$ cat src/ipfd_pkg.sv
// ----------------------------------------------------------------------------
// ipfd_pkg
// widths, codes, item types and the route selection helper shared by the
// forwarding decision pipeline
// ----------------------------------------------------------------------------
package ipfd_pkg;

  localparam int CMD_W      = 2;
  localparam int SLOT_W     = 4;
  localparam int ADDR_W     = 32;
  localparam int PORT_W     = 2;
  localparam int ETYPE_W    = 16;
  localparam int BYTE_W     = 8;
  localparam int OP_W       = 16;
  localparam int ACT_W      = 3;
  localparam int CODE_W     = 4;
  localparam int RCNT_W     = 5;
  localparam int ICNT_W     = 3;
  localparam int CFG_IDX_W  = 2;
  localparam int CFG_DATA_W = 8;

  localparam int SLOT_SPAN = 1 << SLOT_W;
  localparam int PORT_SPAN = 1 << PORT_W;

  localparam int ROUTE_ENTRIES_DEF = 16;
  localparam int IFACE_ENTRIES_DEF = 4;

  typedef enum logic [CMD_W-1:0] {
    CMD_ROUTE    = 2'd0,
    CMD_IFACE    = 2'd1,
    CMD_CLASSIFY = 2'd2
  } cmd_e;

  typedef enum logic [ACT_W-1:0] {
    ACT_DROP   = 3'd0,
    ACT_ICMP   = 3'd1,
    ACT_FWD    = 3'd2,
    ACT_LEARN  = 3'd3,
    ACT_ANSWER = 3'd4,
    ACT_WDONE  = 3'd5
  } action_e;

  localparam logic [CFG_IDX_W-1:0] CFG_ROUTE_COUNT = 2'd0;
  localparam logic [CFG_IDX_W-1:0] CFG_IFACE_COUNT = 2'd1;

  localparam logic [ETYPE_W-1:0] ET_IPV4 = 16'h0800;
  localparam logic [ETYPE_W-1:0] ET_IPV6 = 16'h86DD;
  localparam logic [ETYPE_W-1:0] ET_ARP  = 16'h0806;

  localparam logic [BYTE_W-1:0] PR_ICMP = 8'd1;
  localparam logic [BYTE_W-1:0] PR_TCP  = 8'd6;
  localparam logic [BYTE_W-1:0] PR_UDP  = 8'd17;

  localparam logic [BYTE_W-1:0] IC_ECHO_REQ   = 8'd8;
  localparam logic [BYTE_W-1:0] IC_ECHO_REPLY = 8'd0;
  localparam logic [BYTE_W-1:0] IC_UNREACH    = 8'd3;
  localparam logic [BYTE_W-1:0] IC_TIME_EXC   = 8'd11;

  localparam logic [CODE_W-1:0] UC_NET   = 4'd0;
  localparam logic [CODE_W-1:0] UC_HOST  = 4'd1;
  localparam logic [CODE_W-1:0] UC_PROTO = 4'd2;
  localparam logic [CODE_W-1:0] UC_PORT  = 4'd3;

  localparam logic [BYTE_W-1:0] TTL_ONE = 8'd1;
  localparam logic [OP_W-1:0]   ARP_REQ_CODE   = 16'd1;
  localparam logic [OP_W-1:0]   ARP_REPLY_CODE = 16'd2;

  typedef struct packed {
    logic [CMD_W-1:0]   cmd;
    logic [SLOT_W-1:0]  slot;
    logic [ADDR_W-1:0]  addr;
    logic [ADDR_W-1:0]  mask;
    logic [ADDR_W-1:0]  gateway;
    logic [PORT_W-1:0]  port;
    logic [ETYPE_W-1:0] ethertype;
    logic [BYTE_W-1:0]  proto;
    logic [BYTE_W-1:0]  ttl;
    logic [BYTE_W-1:0]  icmp_kind;
    logic [OP_W-1:0]    arp_op;
  } item_t;

  typedef struct packed {
    logic [CMD_W-1:0]  cmd;
    logic              is_ip;
    logic              is_arp;
    logic              ingress;
    logic              router_if;
    logic              l4_port;
    logic              ttl_one;
    logic              is_icmp;
    logic              echo_req;
    logic              arp_reply;
    logic              arp_request;
    logic [PORT_W-1:0] port;
    logic [ADDR_W-1:0] addr;
  } hdr_t;

  typedef struct packed {
    logic              hit;
    logic [ADDR_W-1:0] mask;
    logic [ADDR_W-1:0] gateway;
    logic [PORT_W-1:0] egress;
  } cand_t;

  typedef struct packed {
    logic [ACT_W-1:0]  action;
    logic [BYTE_W-1:0] icmp_out_type;
    logic [CODE_W-1:0] icmp_out_code;
    logic [PORT_W-1:0] out_port;
    logic [ADDR_W-1:0] next_hop;
    logic              ttl_expired;
  } res_t;

  // longer mask wins, lower entry keeps a tie
  function automatic cand_t cand_pick(cand_t lo, cand_t hi);
    if (hi.hit && (!lo.hit || (lo.mask < hi.mask))) begin
      return hi;
    end
    return lo;
  endfunction

endpackage

$ cat src/ipfd_tables.sv
// ----------------------------------------------------------------------------
// ipfd_tables
// route and interface tables, per-entry match lanes and header predicates,
// registered into the candidate stage
// ----------------------------------------------------------------------------
module ipfd_tables import ipfd_pkg::*; #(
  parameter int ROUTE_DEPTH = ROUTE_ENTRIES_DEF,
  parameter int IFACE_DEPTH = IFACE_ENTRIES_DEF
) (
  input  logic              clk_i,
  input  logic              rst_ni,
  input  logic              en_i,
  input  logic              valid_i,
  input  item_t             item_i,
  input  logic [RCNT_W-1:0] route_count_i,
  input  logic [ICNT_W-1:0] iface_count_i,
  output logic              valid_o,
  output hdr_t              hdr_o,
  output cand_t             cand_o [ROUTE_DEPTH]
);

  logic [ADDR_W-1:0] prefix_q  [ROUTE_DEPTH];
  logic [ADDR_W-1:0] netmask_q [ROUTE_DEPTH];
  logic [ADDR_W-1:0] gateway_q [ROUTE_DEPTH];
  logic [PORT_W-1:0] egress_q  [ROUTE_DEPTH];
  logic [ADDR_W-1:0] iface_q   [IFACE_DEPTH];

  logic  valid_q;
  hdr_t  hdr_q, hdr_d;
  cand_t cand_q [ROUTE_DEPTH];
  cand_t cand_d [ROUTE_DEPTH];
  logic  wr_route, wr_iface;

  assign wr_route = en_i && valid_i && (item_i.cmd == CMD_ROUTE);
  assign wr_iface = en_i && valid_i && (item_i.cmd == CMD_IFACE);

  always_ff @(posedge clk_i) begin
    for (int i = 0; i < ROUTE_DEPTH; i++) begin
      if (wr_route && (item_i.slot == SLOT_W'(i))) begin
        prefix_q[i]  <= item_i.addr;
        netmask_q[i] <= item_i.mask;
        gateway_q[i] <= item_i.gateway;
        egress_q[i]  <= item_i.port;
      end
    end
    for (int i = 0; i < IFACE_DEPTH; i++) begin
      if (wr_iface && (item_i.slot == SLOT_W'(i))) begin
        iface_q[i] <= item_i.addr;
      end
    end
  end

  always_comb begin
    for (int i = 0; i < ROUTE_DEPTH; i++) begin
      cand_d[i].hit     = ((item_i.addr & netmask_q[i]) == prefix_q[i]) &&
                          (RCNT_W'(i) < route_count_i);
      cand_d[i].mask    = netmask_q[i];
      cand_d[i].gateway = gateway_q[i];
      cand_d[i].egress  = egress_q[i];
    end
  end

  always_comb begin
    hdr_d             = '0;
    hdr_d.cmd         = item_i.cmd;
    hdr_d.is_ip       = (item_i.ethertype == ET_IPV4) || (item_i.ethertype == ET_IPV6);
    hdr_d.is_arp      = (item_i.ethertype == ET_ARP);
    hdr_d.l4_port     = (item_i.proto == PR_TCP) || (item_i.proto == PR_UDP);
    hdr_d.ttl_one     = (item_i.ttl == TTL_ONE);
    hdr_d.is_icmp     = (item_i.proto == PR_ICMP);
    hdr_d.echo_req    = (item_i.icmp_kind == IC_ECHO_REQ);
    hdr_d.arp_reply   = (item_i.arp_op == ARP_REPLY_CODE);
    hdr_d.arp_request = (item_i.arp_op == ARP_REQ_CODE);
    hdr_d.port        = item_i.port;
    hdr_d.addr        = item_i.addr;
    for (int i = 0; i < IFACE_DEPTH; i++) begin
      if (iface_q[i] == item_i.addr) begin
        if ((RCNT_W'(i) < {{(RCNT_W-ICNT_W){1'b0}}, iface_count_i})) begin
          hdr_d.router_if = 1'b1;
        end
        if ((i < PORT_SPAN) && (item_i.port == PORT_W'(i))) begin
          hdr_d.ingress = 1'b1;
        end
      end
    end
  end

  always_ff @(posedge clk_i or negedge rst_ni) begin
    if (!rst_ni) begin
      valid_q <= 1'b0;
    end else if (en_i) begin
      valid_q <= valid_i;
    end
  end

  always_ff @(posedge clk_i) begin
    if (en_i) begin
      hdr_q  <= hdr_d;
      cand_q <= cand_d;
    end
  end

  assign valid_o = valid_q;
  assign hdr_o   = hdr_q;
  assign cand_o  = cand_q;

endmodule

$ cat config.mk
export PLATFORM = sky130hd
export DESIGN_NAME = ipfd_tables
export DESIGN_NICKNAME = d
export VERILOG_FILES = /design/src/ipfd_pkg.sv /design/src/ipfd_tables.sv
export SDC_FILE = /design/constraint.sdc
export NUM_CORES = 2
export LEC_CHECK = 0
export BUFFER_PORTS_ARGS = -buffer_cell sky130_fd_sc_hd__buf_2
export CELL_PAD_IN_SITES_DETAIL_PLACEMENT = 0
export CELL_PAD_IN_SITES_GLOBAL_PLACEMENT = 1
export CORE_AREA = 5 5 500 502
export CTS_CLUSTER_DIAMETER = 200
export CTS_CLUSTER_SIZE = 14
export DETAILED_ROUTE_END_ITERATION = 6
export DIE_AREA = 0 0 505 507
export PLACE_DENSITY = 0.62
export SKIP_CTS_REPAIR_TIMING = 1
export SYNTH_ARGS = -nofsm -noshare
export SYNTH_HDL_FRONTEND = slang
export SYNTH_SLANG_ARGS = --single-unit
$ cat constraint.sdc
create_clock -name clk_i -period 1.59 [get_ports clk_i]
set_input_delay 0.318 -clock clk_i [delete_from_list [all_inputs] [get_ports clk_i]]
set_output_delay 0.318 -clock clk_i [all_outputs]
set_load 0.02 [all_outputs]
After elaboration in Yosys (flattened, before gate mapping)
Memories as Yosys holds them, arrays and structs flattened. A register that Yosys moved wholly into a read port is not among the register bits.
Cells that the tools add are included.

storage, ports and cells
  register bits after elaboration = 575
  bits in latches = 0
  memory bits (writable) = 1696
  bits in read-only memories = 0
  input port bits = 172
  output and inout bits = 1119
  word-level logic and storage cells = 484
  memories kept = 5

memory list
  name       depth  width  rd ports  clocked after Yosys merged registers in  write ports  line               RTL
  gateway_q  16     32     16        16                                       1            ipfd_tables.sv:24  logic [ADDR_W-1:0] gateway_q [ROUTE_DEPTH];
  netmask_q  16     32     16        0                                        1            ipfd_tables.sv:23  logic [ADDR_W-1:0] netmask_q [ROUTE_DEPTH];
  prefix_q   16     32     16        0                                        1            ipfd_tables.sv:22  logic [ADDR_W-1:0] prefix_q [ROUTE_DEPTH];
  iface_q    4      32     4         0                                        1            ipfd_tables.sv:26  logic [ADDR_W-1:0] iface_q [IFACE_DEPTH];
  egress_q   16     2      16        16                                       1            ipfd_tables.sv:25  logic [PORT_W-1:0] egress_q [ROUTE_DEPTH];

operators by class
  add/sub/neg operators = 0
  multiply operators = 0
  divide/modulo/power cells = 0
  magnitude comparators = 20
  equality and inequality tests = 49
  shift-type cells = 0
  mux-type cells = 241
  bitwise operators = 16
  reduce and logical (&&, ||, !) cells = 107

operators by type and width
  cell                    count
  $mux W32                48
  $reduce_or A32 Y1       48
  $eq A32 B32 Y1          20
  $and A32 B32 Y32        16
  $mux W4                 60
  $mux W1                 111
  $mux W2                 22
  $lt A4 B5 Y1 const A    8
  $logic_and A1 B1 Y1     39
  $eq A16 B12 Y1 const B  2
  $eq A4 B4 Y1 const B    8
  $reduce_or A2 Y1        15
  $lt A3 B5 Y1 const A    4
  $eq A16 B1 Y1 const B   1
  $eq A16 B16 Y1 const B  1
  $eq A16 B2 Y1 const B   1
  $eq A4 B3 Y1 const B    4
  $eq A8 B1 Y1 const B    2
  $lt A1 B5 Y1 const A    2
  $lt A2 B5 Y1 const A    2
  $eq A4 B2 Y1 const B    2
  $eq A8 B3 Y1 const B    1
  $eq A8 B4 Y1 const B    1
  $eq A8 B5 Y1 const B    1
  8 further kinds         14

Depth between registers and ports, before layout
  depth in word-level cells = 21
  gate-level depth with buffers = 8
  depth with buffers taken out = 6

Least setup slack after synthesis
No wires, ideal clock.

  path type = input -> register
  from = input en_i
  to = memory egress_q[1][0], in the netlist egress_q[0][2] (enable)
  setup time = 0.674 ns
  arrival time = 7.493 ns
  required time = 0.916 ns
  slack = -6.578 ns
  stages = 4
  buffers on the path = 0
  cell sequence = nand2_1 > nor3_1 > nand3b_1 > nor3_1

on the way
  longest elaborated chain between the ends = 21
  elaborated cells on any way between the ends = 95
  those cells by class = mux: 62; reduce/logical: 33

ends and longest elaborated chain
  what                                                                       line               RTL
  start: declaration                                                         ipfd_tables.sv:12  input logic en_i,
  $logic_and A1 B1 Y1 (*) (2 in series)                                      ipfd_tables.sv:34  assign wr_route = en_i && valid_i && (item_i.cmd == CMD_ROUTE);
  $logic_and A1 B1 Y1                                                        ipfd_tables.sv:39  if (wr_route && (item_i.slot == SLOT_W'(i))) begin
  $mux W1                                                                    ipfd_tables.sv:39
  $mux W1 (not written as such)                                              ipfd_tables.sv:43  egress_q[i] <= item_i.port;
  $reduce_or A2 Y1 (no source line)                                          -
  $mux W4 (no source line) / $mux W1 (equally long branches) (15 in series)  -
  end: declaration                                                           ipfd_tables.sv:25

Mark *: on every way between the ends. The rest lies on a longest branch, timed or not.

==> impl_results.md <==
* Clock skew at 59.3 ps
* PwrDens at 1120 nW/um^2
* Net count after synthesis at 4529
* Setup violators final at 1137
* DIE HEIGHT at ~500 um
* Crit path launch type: flip-flop
* Area of the die at 256000 um^2
* DP HPWL at ~250000 um
* Internal at 110 mW
* Synth Instances at between 4000 and 5000
* Post-layout min period at 2260 ps
* Clock buffer depth at 3
* Clock share of power at 0.354
* Max stage delay on crit path at 400 ps
* Critical path cell sequence: nand2_1, xor2_1, nand4_1, nor4_2, buf_4, nand4_1, nor4_2
* Outcome: complete, but fails checks
* Rel. slew slack at 0.226
* Switching Share at 0.221
* Failing checks: hold timing, setup timing
* Multi-input gate area at 10400 um^2
* Initial antenna violation count at 37
* GRT met1 Usage at 0.342
* I/O Buffers at ~1300
* Final net count at 7044
* Met3 usage at 0.0538
* Largest family of logic cells by synthesized area: XOR/XNOR gates
* GRT Util Overall at 0.255
* Hold WS at -11.7 ps
* Final Cell Area at 127000 um^2
* I/O Pins at 1291
* Routability congestion estimate at 0.898
* Psw at 31.3 mW
* Detailed router's first-iteration violation count at 6389
* Vias in the first global route at 49900
* Max_cap viols at 0
* Clock Sinks at 2815
* Netlist cell types at 37
* Kind of cell adding the most delay to the critical path: simple AND/OR/NAND/NOR gates
* CTS Buf Count at between 200 and 250
* H-tree levels at 4
* Worst Path Max Fanout at 2
* Leak at between 40 and 50 nW
* FF/Latch Area at 84500 um^2
* Synth Area in Compound Gates at 0.00170
* CP Data Required Time at 2260 ps
* Initial Utilization at 0.385
* GR Overflow Total at 0
* Critical path's slowest cell: edfxtp_1
* Synth Cell Area at 94300 um^2
* Buf+Inv Stages, Crit Path at 1
* Yosys warns at 0
* Seq/Total Area, Yosys at 0.897
* Sequential power share at 0.588
* Final Power at 142 mW
* Met2 GRT Util at 0.414
* CTS tree: yes
* First-pass GRT wire length at 444000 um
* Maximum clock rate at 442 MHz
* Worst slew pin tran at roughly 1200 ps
* ANT nets after route at 0
* Inst Count DP at 9676
* # fillers at 19700
* Final worst setup slack at -673 ps
* Synth Area in XOR/XNOR at 0.0589
* Largest net degree at the start of global routing at 114
* Placed cell area at 113000 um^2
* Width of the die at 505 um
* Mapped Avg Cell Area at 21.6 um^2
* Post-synthesis mux area share at 0.000239
* Comb pwr share at 0.058
* Simple-gate share of the synthesized area at 0.0392
* Fin cells at 10100
* Register bit total from synthesis at 2815
* GR peak layer: met2
* Unrepaired setup endpoints after global routing: true
* DRT Wirelength at 347000 um
* Ratio of cells with drive above 1 in the final layout at 0.374
* DRC at 0
* Count of final hold-check violations at 1
* DR pass1 iterations at 6
* Core area at approximately 240000 um^2
* Clock Tree Root: clkbuf_16
* Vias per inst at between 5 and 6
* Synth-to-Final Area Change at 34.3%
* CP arrival at 2940 ps
* CP Capture Type: flip-flop
* HP Class: primary input to flip-flop
* Crit share post-route at 1.42
* Worst-case vdd ir drop at 880 uV
* Final setup TNS at -196410 ps
* Post-synthesis adder-cell area fraction at 0
* Setup Crit Path Kind: flip-flop to flip-flop
* Wire per inst at 34.3 um
* Slew Limit Fails at 0
* Vias at 52200
* Worst-Skew Late Latency at 890 ps
* Num rows at 182
* Worst-path clk slew at 70 ps
==> path summary, 6_finish.rpt <==
check,from,end,cells past startpoint,slack (ps)
setup / recovery,netmask_q[0][188]$_DFFE_PP_,cand_o[736]$_DFFE_PP_,7,-670
setup reg to reg,netmask_q[0][188]$_DFFE_PP_,cand_o[736]$_DFFE_PP_,7,-670
hold / removal,item_i[40],hdr_o[43]$_DFFE_PP_,5,-10
min in group asynchronous,rst_ni,valid_o$_DFFE_PN0P_,3,240
hold reg to reg,gateway_q[0][101]$_DFFE_PP_,cand_o[811]$_DFFE_PP_,0,370
max in group asynchronous,rst_ni,valid_o$_DFFE_PN0P_,3,1250
==> power by group through the flow <==
stage,clock (mW),combinational [mW],sequential [mW]
2_1_floorplan,0,0.953,85.6
3_3_place_gp,0,7.06,84.7
3_5_place_dp,0,7.11,84.7
4_1_cts,51.0,7.12,83.1
5_1_grt,53.7,8.49,83.2
6_report,50.0,8.24,83.2
==> layer usage <==
metal | vias to the layer above | share of wire
met5 | - | 0.00078
met4 | 12 | 0.046
met3 | 449 | 0.091
met2 | 2929 | 0.47
met1 | 27200 | 0.39
li1 | 21500 | -
==> worst min-delay path, stage by stage <==
cell	delay, ps
buf_2	90
nor4_1	50
nand4b_1	90
or4_4	120
o31ai_2	50
==> state kept, by name (all words and copies together), names as in the netlist <==
signal / count
gateway_q: 512
cand_o: 1072
egress_q: 32
valid_o: 1
netmask_q: 512
hdr_o: 46
prefix_q: 512
iface_q: 128
==> logic make-up after synthesis <==
family / after synthesis
AND/OR/NAND/NOR: 815
multiplexers: 1
buffers and inverters: 69
AO/OA/AOI/OAI: 23
XOR/XNOR: 634
flip-flops: 2815
==> final cells by class <==
type	instances	area share
multi-input combinational	1473	0.0823
clock inverter	15	0.00309
inverter	1	0.0000296
timing repair buffer	2362	0.171
clock buffer	234	0.0439
antenna	14	0.000277
tap	3220	0.0318
sequential	2815	0.667
==> layout by cell type, fill, tap and decap left out, types with 10 or more instances in the layout <==
cell	netlist	final
edfxtp_1	2814	2814
buf_6	0	797
buf_4	0	792
nand2_1	522	507
buf_2	50	476
xor2_1	350	335
xnor2_1	284	275
clkbuf_16	0	220
dlygate4sd3_1	0	157
buf_12	0	139
nand4_1	69	69
nor4_1	120	67
nor4_2	0	43
nand3_1	27	20
nor2_1	32	15
diode_2	0	14
clkbuf_1	18	14
xor2_2	0	13
nand2_2	0	13
nor2_4	0	12
clkinv_16	0	11
nor4_4	0	10
==> synth_stat cells <==
cell type  instances  share of area
a41oi_1            1       0.000093
nor3b_1            6        0.00048
clkbuf_1          18        0.00072
o2111ai_1          2        0.00019
and4b_1            2        0.00021
mux4_2             1        0.00024
a31oi_1            2        0.00013
nor2_1            32         0.0013
a211oi_1           1       0.000080
or4_4              2        0.00024
o311ai_0           2        0.00019
nor2_2             1       0.000066
a2111oi_0          1       0.000093
nor4_1           120         0.0080
o21ai_0            4        0.00021
nand3_1           27         0.0014
dfrtp_1            1        0.00027
nor4bb_1           1        0.00011
xnor2_1          284          0.026
nand2_1          522          0.021
nor3_1            23         0.0012
or4_1              1       0.000080
buf_2             50         0.0027
xor2_1           350          0.033
a221oi_1           1       0.000093
nand3b_1           2        0.00016
nand4b_1           3        0.00028
or3b_2             1       0.000093
nand2b_1           2        0.00013
inv_1              1       0.000040
a21oi_1            6        0.00032
edfxtp_1        2814           0.90
or2_1              1       0.000066
o31ai_2            1        0.00013
o41ai_1            1       0.000093
nand4_1           69         0.0046
o211ai_1           1       0.000080
==> metrics by stage <==
step	hold slack, ps	utilization	setup WS [ps]
2_1_floorplan	22.4	-	-2180
3_3_place_gp	92.6	0.462	-1270
3_5_place_dp	93.8	0.462	-1220
4_1_cts	-906	0.486	-944
5_1_grt	-38.5	0.517	-720
6_report	-11.7	0.517	-673
Power figures use the tool's default switching activity.
