**src/ipfd_pkg.sv**
```systemverilog
// ----------------------------------------------------------------------------
// ipfd_pkg
// widths, codes, item types and the route selection helper shared by the
// forwarding decision pipeline
// ----------------------------------------------------------------------------
package ipfd_pkg;

  localparam int CMD_W      = 2;
  localparam int SLOT_W     = 4;
  localparam int ADDR_W     = 32;
  localparam int PORT_W     = 2;
  localparam int ETYPE_W    = 16;
  localparam int BYTE_W     = 8;
  localparam int OP_W       = 16;
  localparam int ACT_W      = 3;
  localparam int CODE_W     = 4;
  localparam int RCNT_W     = 5;
  localparam int ICNT_W     = 3;
  localparam int CFG_IDX_W  = 2;
  localparam int CFG_DATA_W = 8;

  localparam int SLOT_SPAN = 1 << SLOT_W;
  localparam int PORT_SPAN = 1 << PORT_W;

  localparam int ROUTE_ENTRIES_DEF = 16;
  localparam int IFACE_ENTRIES_DEF = 4;

  typedef enum logic [CMD_W-1:0] {
    CMD_ROUTE    = 2'd0,
    CMD_IFACE    = 2'd1,
    CMD_CLASSIFY = 2'd2
  } cmd_e;

  typedef enum logic [ACT_W-1:0] {
    ACT_DROP   = 3'd0,
    ACT_ICMP   = 3'd1,
    ACT_FWD    = 3'd2,
    ACT_LEARN  = 3'd3,
    ACT_ANSWER = 3'd4,
    ACT_WDONE  = 3'd5
  } action_e;

  localparam logic [CFG_IDX_W-1:0] CFG_ROUTE_COUNT = 2'd0;
  localparam logic [CFG_IDX_W-1:0] CFG_IFACE_COUNT = 2'd1;

  localparam logic [ETYPE_W-1:0] ET_IPV4 = 16'h0800;
  localparam logic [ETYPE_W-1:0] ET_IPV6 = 16'h86DD;
  localparam logic [ETYPE_W-1:0] ET_ARP  = 16'h0806;

  localparam logic [BYTE_W-1:0] PR_ICMP = 8'd1;
  localparam logic [BYTE_W-1:0] PR_TCP  = 8'd6;
  localparam logic [BYTE_W-1:0] PR_UDP  = 8'd17;

  localparam logic [BYTE_W-1:0] IC_ECHO_REQ   = 8'd8;
  localparam logic [BYTE_W-1:0] IC_ECHO_REPLY = 8'd0;
  localparam logic [BYTE_W-1:0] IC_UNREACH    = 8'd3;
  localparam logic [BYTE_W-1:0] IC_TIME_EXC   = 8'd11;

  localparam logic [CODE_W-1:0] UC_NET   = 4'd0;
  localparam logic [CODE_W-1:0] UC_HOST  = 4'd1;
  localparam logic [CODE_W-1:0] UC_PROTO = 4'd2;
  localparam logic [CODE_W-1:0] UC_PORT  = 4'd3;

  localparam logic [BYTE_W-1:0] TTL_ONE = 8'd1;
  localparam logic [OP_W-1:0]   ARP_REQ_CODE   = 16'd1;
  localparam logic [OP_W-1:0]   ARP_REPLY_CODE = 16'd2;

  typedef struct packed {
    logic [CMD_W-1:0]   cmd;
    logic [SLOT_W-1:0]  slot;
    logic [ADDR_W-1:0]  addr;
    logic [ADDR_W-1:0]  mask;
    logic [ADDR_W-1:0]  gateway;
    logic [PORT_W-1:0]  port;
    logic [ETYPE_W-1:0] ethertype;
    logic [BYTE_W-1:0]  proto;
    logic [BYTE_W-1:0]  ttl;
    logic [BYTE_W-1:0]  icmp_kind;
    logic [OP_W-1:0]    arp_op;
  } item_t;

  typedef struct packed {
    logic [CMD_W-1:0]  cmd;
    logic              is_ip;
    logic              is_arp;
    logic              ingress;
    logic              router_if;
    logic              l4_port;
    logic              ttl_one;
    logic              is_icmp;
    logic              echo_req;
    logic              arp_reply;
    logic              arp_request;
    logic [PORT_W-1:0] port;
    logic [ADDR_W-1:0] addr;
  } hdr_t;

  typedef struct packed {
    logic              hit;
    logic [ADDR_W-1:0] mask;
    logic [ADDR_W-1:0] gateway;
    logic [PORT_W-1:0] egress;
  } cand_t;

  typedef struct packed {
    logic [ACT_W-1:0]  action;
    logic [BYTE_W-1:0] icmp_out_type;
    logic [CODE_W-1:0] icmp_out_code;
    logic [PORT_W-1:0] out_port;
    logic [ADDR_W-1:0] next_hop;
    logic              ttl_expired;
  } res_t;

  // longer mask wins, lower entry keeps a tie
  function automatic cand_t cand_pick(cand_t lo, cand_t hi);
    if (hi.hit && (!lo.hit || (lo.mask < hi.mask))) begin
      return hi;
    end
    return lo;
  endfunction

endpackage

```
**src/ipfd_decide.sv**
```systemverilog
// ----------------------------------------------------------------------------
// ipfd_decide
// final action decision and result register
// ----------------------------------------------------------------------------
module ipfd_decide import ipfd_pkg::*; (
  input  logic  clk_i,
  input  logic  rst_ni,
  input  logic  en_i,
  input  logic  valid_i,
  input  hdr_t  hdr_i,
  input  cand_t best_i,
  output logic  valid_o,
  output res_t  res_o
);

  logic valid_q;
  res_t res_q, res_d;

  always_comb begin
    res_d = '0;
    res_d.action = ACT_DROP;
    case (hdr_i.cmd)
      CMD_ROUTE, CMD_IFACE: begin
        res_d.action = ACT_WDONE;
      end
      CMD_CLASSIFY: begin
        if (hdr_i.is_ip) begin
          if (hdr_i.ingress) begin
            if (hdr_i.l4_port) begin
              res_d.action        = ACT_ICMP;
              res_d.icmp_out_type = IC_UNREACH;
              res_d.icmp_out_code = UC_PORT;
              res_d.out_port      = hdr_i.port;
            end else if (hdr_i.ttl_one) begin
              res_d.action        = ACT_ICMP;
              res_d.icmp_out_type = IC_TIME_EXC;
              res_d.out_port      = hdr_i.port;
            end else if (hdr_i.is_icmp) begin
              if (hdr_i.echo_req) begin
                res_d.action        = ACT_ICMP;
                res_d.icmp_out_type = IC_ECHO_REPLY;
                res_d.out_port      = hdr_i.port;
              end
            end else begin
              res_d.action        = ACT_ICMP;
              res_d.icmp_out_type = IC_UNREACH;
              res_d.icmp_out_code = UC_PROTO;
              res_d.out_port      = hdr_i.port;
            end
          end else if (hdr_i.router_if) begin
            res_d.action        = ACT_ICMP;
            res_d.icmp_out_type = IC_UNREACH;
            res_d.icmp_out_code = UC_HOST;
            res_d.out_port      = hdr_i.port;
          end else if (!best_i.hit) begin
            res_d.action        = ACT_ICMP;
            res_d.icmp_out_type = IC_UNREACH;
            res_d.icmp_out_code = UC_NET;
            res_d.out_port      = hdr_i.port;
          end else begin
            res_d.action      = ACT_FWD;
            res_d.out_port    = best_i.egress;
            res_d.next_hop    = (best_i.gateway != '0) ? best_i.gateway : hdr_i.addr;
            res_d.ttl_expired = hdr_i.ttl_one;
          end
        end else if (hdr_i.is_arp && hdr_i.ingress) begin
          if (hdr_i.arp_reply) begin
            res_d.action   = ACT_LEARN;
            res_d.out_port = hdr_i.port;
          end else if (hdr_i.arp_request) begin
            res_d.action   = ACT_ANSWER;
            res_d.out_port = hdr_i.port;
          end
        end
      end
      default: begin
        res_d.action = ACT_DROP;
      end
    endcase
  end

  always_ff @(posedge clk_i or negedge rst_ni) begin
    if (!rst_ni) begin
      valid_q <= 1'b0;
    end else if (en_i) begin
      valid_q <= valid_i;
    end
  end

  always_ff @(posedge clk_i) begin
    if (en_i) begin
      res_q <= res_d;
    end
  end

  assign valid_o = valid_q;
  assign res_o   = res_q;

endmodule

```
**config.mk**
```make
export PLATFORM = sky130hd
export DESIGN_NAME = ipfd_decide
export DESIGN_NICKNAME = d
export VERILOG_FILES = /design/src/ipfd_pkg.sv /design/src/ipfd_decide.sv
export SDC_FILE = /design/constraint.sdc
export NUM_CORES = 1
export LEC_CHECK = 0
export ABC_AREA = 1
export BUFFER_PORTS_ARGS = -buffer_cell sky130_fd_sc_hd__buf_2
export CORE_MARGIN = 5
export CORE_UTILIZATION = 41
export CTS_CLUSTER_DIAMETER = 80
export CTS_CLUSTER_SIZE = 16
export DETAILED_ROUTE_END_ITERATION = 7
export PLACE_DENSITY = 0.77
export SYNTH_ARGS = -nofsm -noshare
export SYNTH_HDL_FRONTEND = slang
export SYNTH_SLANG_ARGS = --single-unit
export TNS_END_PERCENT = 100
```
**constraint.sdc**
```tcl
create_clock -name clk_i -period 0.85 [get_ports clk_i]
set_clock_uncertainty 0.1 [all_clocks]
set_input_delay 0 -clock clk_i [delete_from_list [all_inputs] [get_ports clk_i]]
set_output_delay 0 -clock clk_i [all_outputs]
set_load 0.03 [all_outputs]
```
# After elaboration in Yosys (flattened, before gate mapping)
# Cells that the tools add are included.
dict set report op_classes {
  eq_ne 2
  n_mux 24
  bitwise_logic 3
  reduce_logical 6
}
# cell n
set ops {}
lappend ops {{17-bit two-way mux} 2}
lappend ops {{32-bit two-way mux} 1}
lappend ops {{32-bit nonzero test} 1}
lappend ops {{2-bit two-way mux} 11}
lappend ops {{9-bit two-way mux} 2}
lappend ops {{16-bit two-way mux} 1}
lappend ops {{3-bit two-way mux} 4}
lappend ops {{11-bit two-way mux} 1}
lappend ops {{6-bit two-way mux} 1}
lappend ops {{3-bit one-hot mux with 2 select lines} 1}
lappend ops {{5-bit OR reduction} 1}
lappend ops {{1-bit NOT} 3}
lappend ops {{2-bit by 1-bit == test with 1-bit output (second input constant)} 1}
lappend ops {{2-bit == test (second input constant)} 1}
lappend ops {{2-bit zero test} 1}
lappend ops {{2-bit AND reduction} 1}
lappend ops {{2-bit OR reduction} 1}
lappend ops {{1-bit logical AND} 1}
dict set report totals {
  reg_bits 51
  in_bits 117
  out_inout_bits 51
  elab_cells 42
}

# Longest topological paths before layout
# Gate-level depths: netlist of run 1.
dict set report depth {
  ltp_word 7
  mapped_depth 9
  mapped_depth_nobuf 9
}

# Worst setup path before layout of run 1
# OpenSTA, ideal clock, no wires.
dict set report synth_path {
  path_type {input -> register}
  start {in best_i[8] (netlist bit)}
  end {reg res_q (netlist bit res_o[11]) (data pin)}
  setup_time_ps 257
  arrival_ps 726
  required_ps 493
  setup_slack_ps -234
  stages 7
  path_buffers 1
  cell_sequence {nor2_1 > nand2_1 > nor2_1 > nand2_2 > clkbuf_1 > nor3_1 > nor2_1}
}
dict set report synth_between {
  elab_chain_cells 2
}
# element line
set synth_rtl {}
lappend synth_rtl {{start, declared} ipfd_decide.sv:11} ;# input cand_t best_i,
lappend synth_rtl {{32-bit nonzero test} ipfd_decide.sv:63} ;# res_d.next_hop = (best_i.gateway != '0) ? best_i.gateway : hdr_i.addr;
lappend synth_rtl {{32-bit two-way mux} ipfd_decide.sv:63}
lappend synth_rtl {{end signal, assigned} ipfd_decide.sv:92} ;# res_q <= res_d;
lappend synth_rtl {{end, declared} ipfd_decide.sv:17} ;# res_t res_q, res_d;
# No other way between the ends.
# A chain may end at the register's enable or synchronous reset.

# Worst setup path in the final report of run 1
dict set report layout_path {
  start {in best_i[18] (netlist bit)}
  end {reg res_q (netlist bit res_o[19]) (data pin)}
}
# The elaborated chain is that of the path after synthesis.

==> results of run 1 <==
-- layout make-up --
| cell class | instances | area [um2] | area share (%) |
|---|---|---|---|
| clock inverter | 2 | 8.76 | 0.188 |
| sequential | 43 | 1290 | 27.6 |
| tap | 72 | 90.1 | 1.93 |
| multi-input combinational | 163 | 1110 | 23.8 |
| inverter | 44 | 188 | 4.02 |
| timing repair buffer | 207 | 1910 | 41.0 |
| clock buffer | 5 | 68.8 | 1.47 |
-- power by group through the flow --
| stage | Sequential, mW | Clock (mW) | Combinational, mW |
|---|---|---|---|
| after global placement | 2.52 | 0 | 1.00 |
| final | 2.52 | 1.22 | 1.47 |
| after global routing | 2.53 | 1.34 | 1.54 |
| after CTS | 2.51 | 1.25 | 1.35 |
| after floorplan | 2.79 | 0 | 0.241 |
| after detailed placement | 2.53 | 0 | 1.01 |
-- path summary, 6_finish.rpt --
path | cells after the start | slack [ns] | endpoint | startpoint
max | 9 | -0.22 | res_o[19] | best_i[18]
min | 3 | -0.1 | res_o[29] | hdr_i[28]
max reg2reg | 1 | -0.03 | valid_o | valid_o
min reg2reg | 1 | 0.44 | valid_o | valid_o
max in group asynchronous | 3 | 0.07 | valid_o | rst_ni
min in group asynchronous | 3 | 0.47 | valid_o | rst_ni
-- what timing repair did --
action                     CTS  global route
gates resized for setup    104            58
pin swaps                    1            15
cloned                       0             4
setup endpoints to repair   79            83
hold endpoints to repair    39            13
-- per-stage QoR --
step           setup TNS [ns]  cell area [um2]  std cells  utilization [%]
2_1_floorplan           -5.83             2570        267                -
3_3_place_gp           -15.35             3450        479             62.4
3_5_place_dp           -16.26             3450        479             62.4
4_1_cts                 -8.07             4330        532             78.1
5_1_grt                -11.84             4670        536             84.3
6_report                -9.02             4670        536             84.3
-- worst max-delay path, delay by kind of cell --
kind,cells,cell delay (ns)
AOI/OAI and AO/OA,1,0.15
buffers and inverters,2,0.29
and+or+nand+nor,6,0.66
-- registers in the layout (all words and copies together) (netlist names) --
| signal | flops |
|---|---|
| res_o | 42 |
| valid_o | 1 |
-- placed cells by master (no fill, tap or decap), drive strengths merged, types with 5 or more instances in the layout --
cell         Yosys  layout
a21oi           23      23
buf             16     157
clkbuf           1       9
conb             1       7
dlygate4sd3      0      44
edfxtp          42      42
inv             44      44
nand2           56      56
nand3            5       5
nor2            43      43
nor3            13      13
o21ai           13      13
-- kinds of logic after synthesis --
group           synth area share [%]
simple gates                    21.4
buf+inv                         12.4
flops                           54.7
compound gates                  10.9
mux                            0.479
other cells                    0.160
-- per-layer routing --
layer / track usage [%] / vias up
met1: 22.0 / 1197
met2: 42.7 / 125
met3: 5.48 / 22
met4: 6.19 / 0
met5: 0 / -
li1: - / 1229
==> reports/qor.csv, run 1 <==
stage,metric,value,unit
run_status,status,finished with violations,
run_status,violations,"hold timing, setup timing",
sta,hold_slack,-0.0976,ns
run,maxCapViolations,0,
global_routing,grt_max_degree,24,
pwr,leakage,2.12,nW
clock_network,clkLatencyLatePin,0.29,ns
clock_network,clkTransAtPathRegs,0.08,ns
sta,fin_crit_sh,126,%
floorplanning,start_util,42.4,%
route,wl_met2,4980,um
critical_path,endpoint_kind,flop,
final_layout,antenna_cells,0,
floorplanning,core_area,5540,um2
logic_synthesis,synth_seq_area_share,54.7,%
logic_synthesis,netlist_top_cells_count,"nand2_1, inv_1, edfxtp_1, nor2_1, a21oi_2",
floorplanning,core.rowCount,27,
logic_synthesis,yosys_warnings,0,
sta,slew_violations,0,
clock_network,root_buffer,clkbuf_8,
floorplanning,die_height,85.7,um
pwr,clockPowerShare,23.5,%
logic_synthesis,synthFlopType,edfxtp_1,
floorplanning,die_x,85.7,um
floorplanning,dieArea,7350,um2
sta,hold_viol_final,12,
route,drt-total-wl,8740,um
global_routing,grt_pass1_vias,2644,
global_routing,overflow,0,
logic_synthesis,postSynthAreaPerCell,9.00,um2
route,firstDrtPassIters,4,
logic_synthesis,synth_top_cell_by_area,edfxtp_1,
clock_network,holdBufCountCts,46,
critical_path,required,0.90,ns
sta,max_freq,0.937,GHz
placed_design,hpwl,5160,um
route,viasPerCell,4.80,
pwr,irDropWorstVdd,0.704,mV
global_routing,grt_first_pass_wirelength,12400,um
global_routing,track_usage,21.6,%
route,avgRoutedWirePerCell,16.3,um
min_path,hp-class,in -> reg,
pwr,p_sw,1.48,mW
pwr,power_density,1110,nW/um2
critical_path,worst-path-max-fanout,11,
logic_synthesis,yosys.cell_types.count,23,
global_routing,grt_antenna_before_repair,0,
placed_design,dp_slack,-0.470,ns
route,route.met3.wl,619,um
logic_synthesis,yosysTopAreaCellShare,53.7,%
final_layout,finish.net_count,581,
final_layout,nFillCells,300,
critical_path,cpMaxStageDelayCell,clkbuf_16,
logic_synthesis,syn-instance-count,261,
placed_design,portBuffers,128,
logic_synthesis,synth_edf_count,42,
route,vias,2573,
logic_synthesis,syn_area,2350,um2
clock_network,cts_tree,built,
route,final_antenna_net_count,0,
clock_network,clockBufferDepth,2,
critical_path,crit_top_cell,nor2_4,
route,drt-initial-drc-count,82,
critical_path,max_stage_delay,0.19,ns
final_layout,area_growth,98.7,%
critical_path,cp-start-kind,input port,
clock_network,cts_setup_buffers,0,
route,drc,0,
route,top_layer_used,met4,
final_layout,drive_above_1_share,57.8,%
critical_path,path_cells,buf_6 -> nor2_4 -> nand2_2 -> nor2_4 -> nand2_4 -> clkbuf_16 -> o21ai_1 -> nand2_1 -> nor2_1,
floorplanning,num_io_pins,168,
logic_synthesis,ys_ff_latch,43,
placed_design,place_congestion,0.848,
route,wl_met1,2970,um
clock_network,htreeDepth,2,
pwr,p_int,3.73,mW
pwr,seqPwrFrac,48.3,%
clock_network,cts.sinks,43,
sta,setup_ws,-0.217,ns
sta,grt_setup_unrepaired,true,
critical_path,worstSetupPathType,in -> reg,
pwr,p_total,5.21,mW
sta,setup_viol,78,
clock_network,cts_made_buffers,5,
critical_path,critPathArrivalTime,1.11,ns
logic_synthesis,synth_area_leaders,"edfxtp_1, nand2_1, inv_1",
pwr,combPwrFrac,28.2,%
sta,finalWorstPathRequiredPeriod,1.07,ns
logic_synthesis,async_flop_share,2.33,%
logic_synthesis,synth_most_common_cell,nand2_1,
pwr,sw_frac_of_total,28.4,%
No activity file was read; power rests on OpenSTA's default activity.
==> run 2, diff against run 1 <==
- CELL_PAD_IN_SITES_DETAIL_PLACEMENT: not set -> 0
- CELL_PAD_IN_SITES_GLOBAL_PLACEMENT: not set -> 1
- CORE_UTILIZATION: 41 -> 28
==> reports/qor.csv, run 2 (same netlist as run 1, synthesis figures left out) <==
stage,metric,value,unit
pwr,irDropWorstVdd,0.595,mV
critical_path,crit_top_cell,nor2_4,
clock_network,clockBufferDepth,2,
route,viasPerCell,4.27,
critical_path,reg2reg_slack,-0.03,ns
sta,setup_viol,77,
final_layout,antenna_cells,0,
critical_path,cp-start-kind,input port,
placed_design,dp.cells,520,
sta,grt_setup_unrepaired,true,
critical_path,cpMaxStageDelayCell,nor2_4,
global_routing,grt_antenna_before_repair,0,
critical_path,worst-path-max-fanout,10,
route,vias,2459,
critical_path,r2r_start,valid_o,
final_layout,drive_above_1_share,58.0,%
critical_path,critPathArrivalTime,1.03,ns
critical_path,crit_buf_inv,2,
pwr,leakage,2.12,nW
pwr,power_density,1110,nW/um2
final_layout,nFillCells,703,
run_status,violations,"hold timing, setup timing",
placed_design,place_congestion,0.731,
run_status,status,finished with violations,
min_path,hp-class,in -> reg,
sta,finalWorstPathRequiredPeriod,0.976,ns
floorplanning,die_x,102,um
route,avgRoutedWirePerCell,13.6,um
placed_design,dp_slack,-0.476,ns
clock_network,htreeDepth,2,
route,drc,0,
route,firstDrtPassIters,4,
sta,fin_crit_sh,115,%
clock_network,cts_made_buffers,5,
run,maxCapViolations,0,
sta,hold_viol_final,14,
sta,max_freq,1.02,GHz
critical_path,r2r_cells,1,
final_layout,finish.net_count,587,
global_routing,grt_pass1_vias,2516,
clock_network,cts_tree,built,
route,final_antenna_net_count,0,
final_layout,area_growth,102,%
critical_path,crit_path_start,best_i[5],
floorplanning,core_area,8220,um2
route,drt-initial-drc-count,21,
floorplanning,core.rowCount,33,
floorplanning,num_io_pins,168,
final_layout,largest_register_ffs,42,
global_routing,grt_max_degree,20,
critical_path,crit_family,simple AND/OR/NAND/NOR gates,
floorplanning,dieArea,10300,um2
sta,hold_slack,-0.0941,ns
floorplanning,start_util,28.6,%
critical_path,reg2reg_to,valid_o,
critical_path,required,0.90,ns
route,drt-total-wl,7840,um
clock_network,clkTransAtPathRegs,0.08,ns
placed_design,hpwl,5450,um
floorplanning,die_height,102,um
min_path,hp-start,hdr_i[10],
clock_network,cts.sinks,43,
final_layout,layout_common_cells,"buf_6, buf_2, dlygate4sd3_1, edfxtp_1, inv_1",
critical_path,path_cells,buf_6 -> nor2_4 -> nand2_2 -> nor2_4 -> nand2_4 -> nor2_4 -> buf_12 -> nand2_2 -> a21oi_2,
global_routing,grt_first_pass_wirelength,11900,um
clock_network,root_buffer,clkbuf_8,
sta,setup_ws,-0.126,ns
critical_path,max_stage_delay,0.18,ns
critical_path,worstSetupPathType,in -> reg,
final_layout,layoutNonFillerInstCount,576,
min_path,worst_hold_path.endpoint,res_o[11],
critical_path,endpoint_kind,flop,
placed_design,portBuffers,128,
min_path,whs_path_depth,3,
final_layout,final_common_cell,buf_6,
sta,slew_violations,0,
clock_network,clkLatencyLatePin,0.29,ns
global_routing,overflow,0,
global_routing,track_usage,14.9,%
[run 2: how the worst max path moves through the flow]
stage	to	slack, ns	cells after the start
2_1_floorplan	res_o[11]	-0.20	7
3_3_place_gp	res_o[28]	-0.44	9
3_5_place_dp	res_o[10]	-0.48	9
4_1_cts	res_o[39]	-0.14	1
5_1_grt	res_o[21]	-0.20	9
6_report	res_o[14]	-0.13	9
[run 2: layout make-up]
type | count | area [um2] | share of cell area (%)
sequential | 43 | 1290 | 27.1
timing repair buffer | 213 | 1940 | 40.8
clock buffer | 5 | 68.8 | 1.45
clock inverter | 3 | 15.0 | 0.316
tap | 105 | 131 | 2.77
inverter | 44 | 183 | 3.85
multi-input combinational | 163 | 1130 | 23.7
[run 2: where the power goes]
group	internal [mW]	switching (mW)
sequential	2.45	0.0624
clock	0.563	0.702
combinational	0.758	0.729
[run 2: through the flow]
stage          total power [mW]  TNS (ns)  area, um2  util [%]
4_1_cts                    5.27     -7.80       4640      56.5
2_1_floorplan              3.03     -5.83       2570         -
6_report                   5.26     -6.75       4750      57.8
5_1_grt                    5.51    -10.47       4750      57.8
3_3_place_gp               3.56    -15.71       3540      43.1
3_5_place_dp               3.57    -16.57       3540      43.1
[run 2: repair_timing]
item,4_1_cts,5_1_grt
resized for setup,141,31
cloned,2,0
hold endpoints to repair,37,14
pin swaps,3,21
setup buffers,1,0
setup endpoints to repair,79,82
hold buffers,45,1
[run 2: metal layers]
layer,track usage (%),share of wire [%]
met3,3.99,7.3
met1,16.1,38
met5,0,0
met4,5.01,2.1
met2,27.7,53
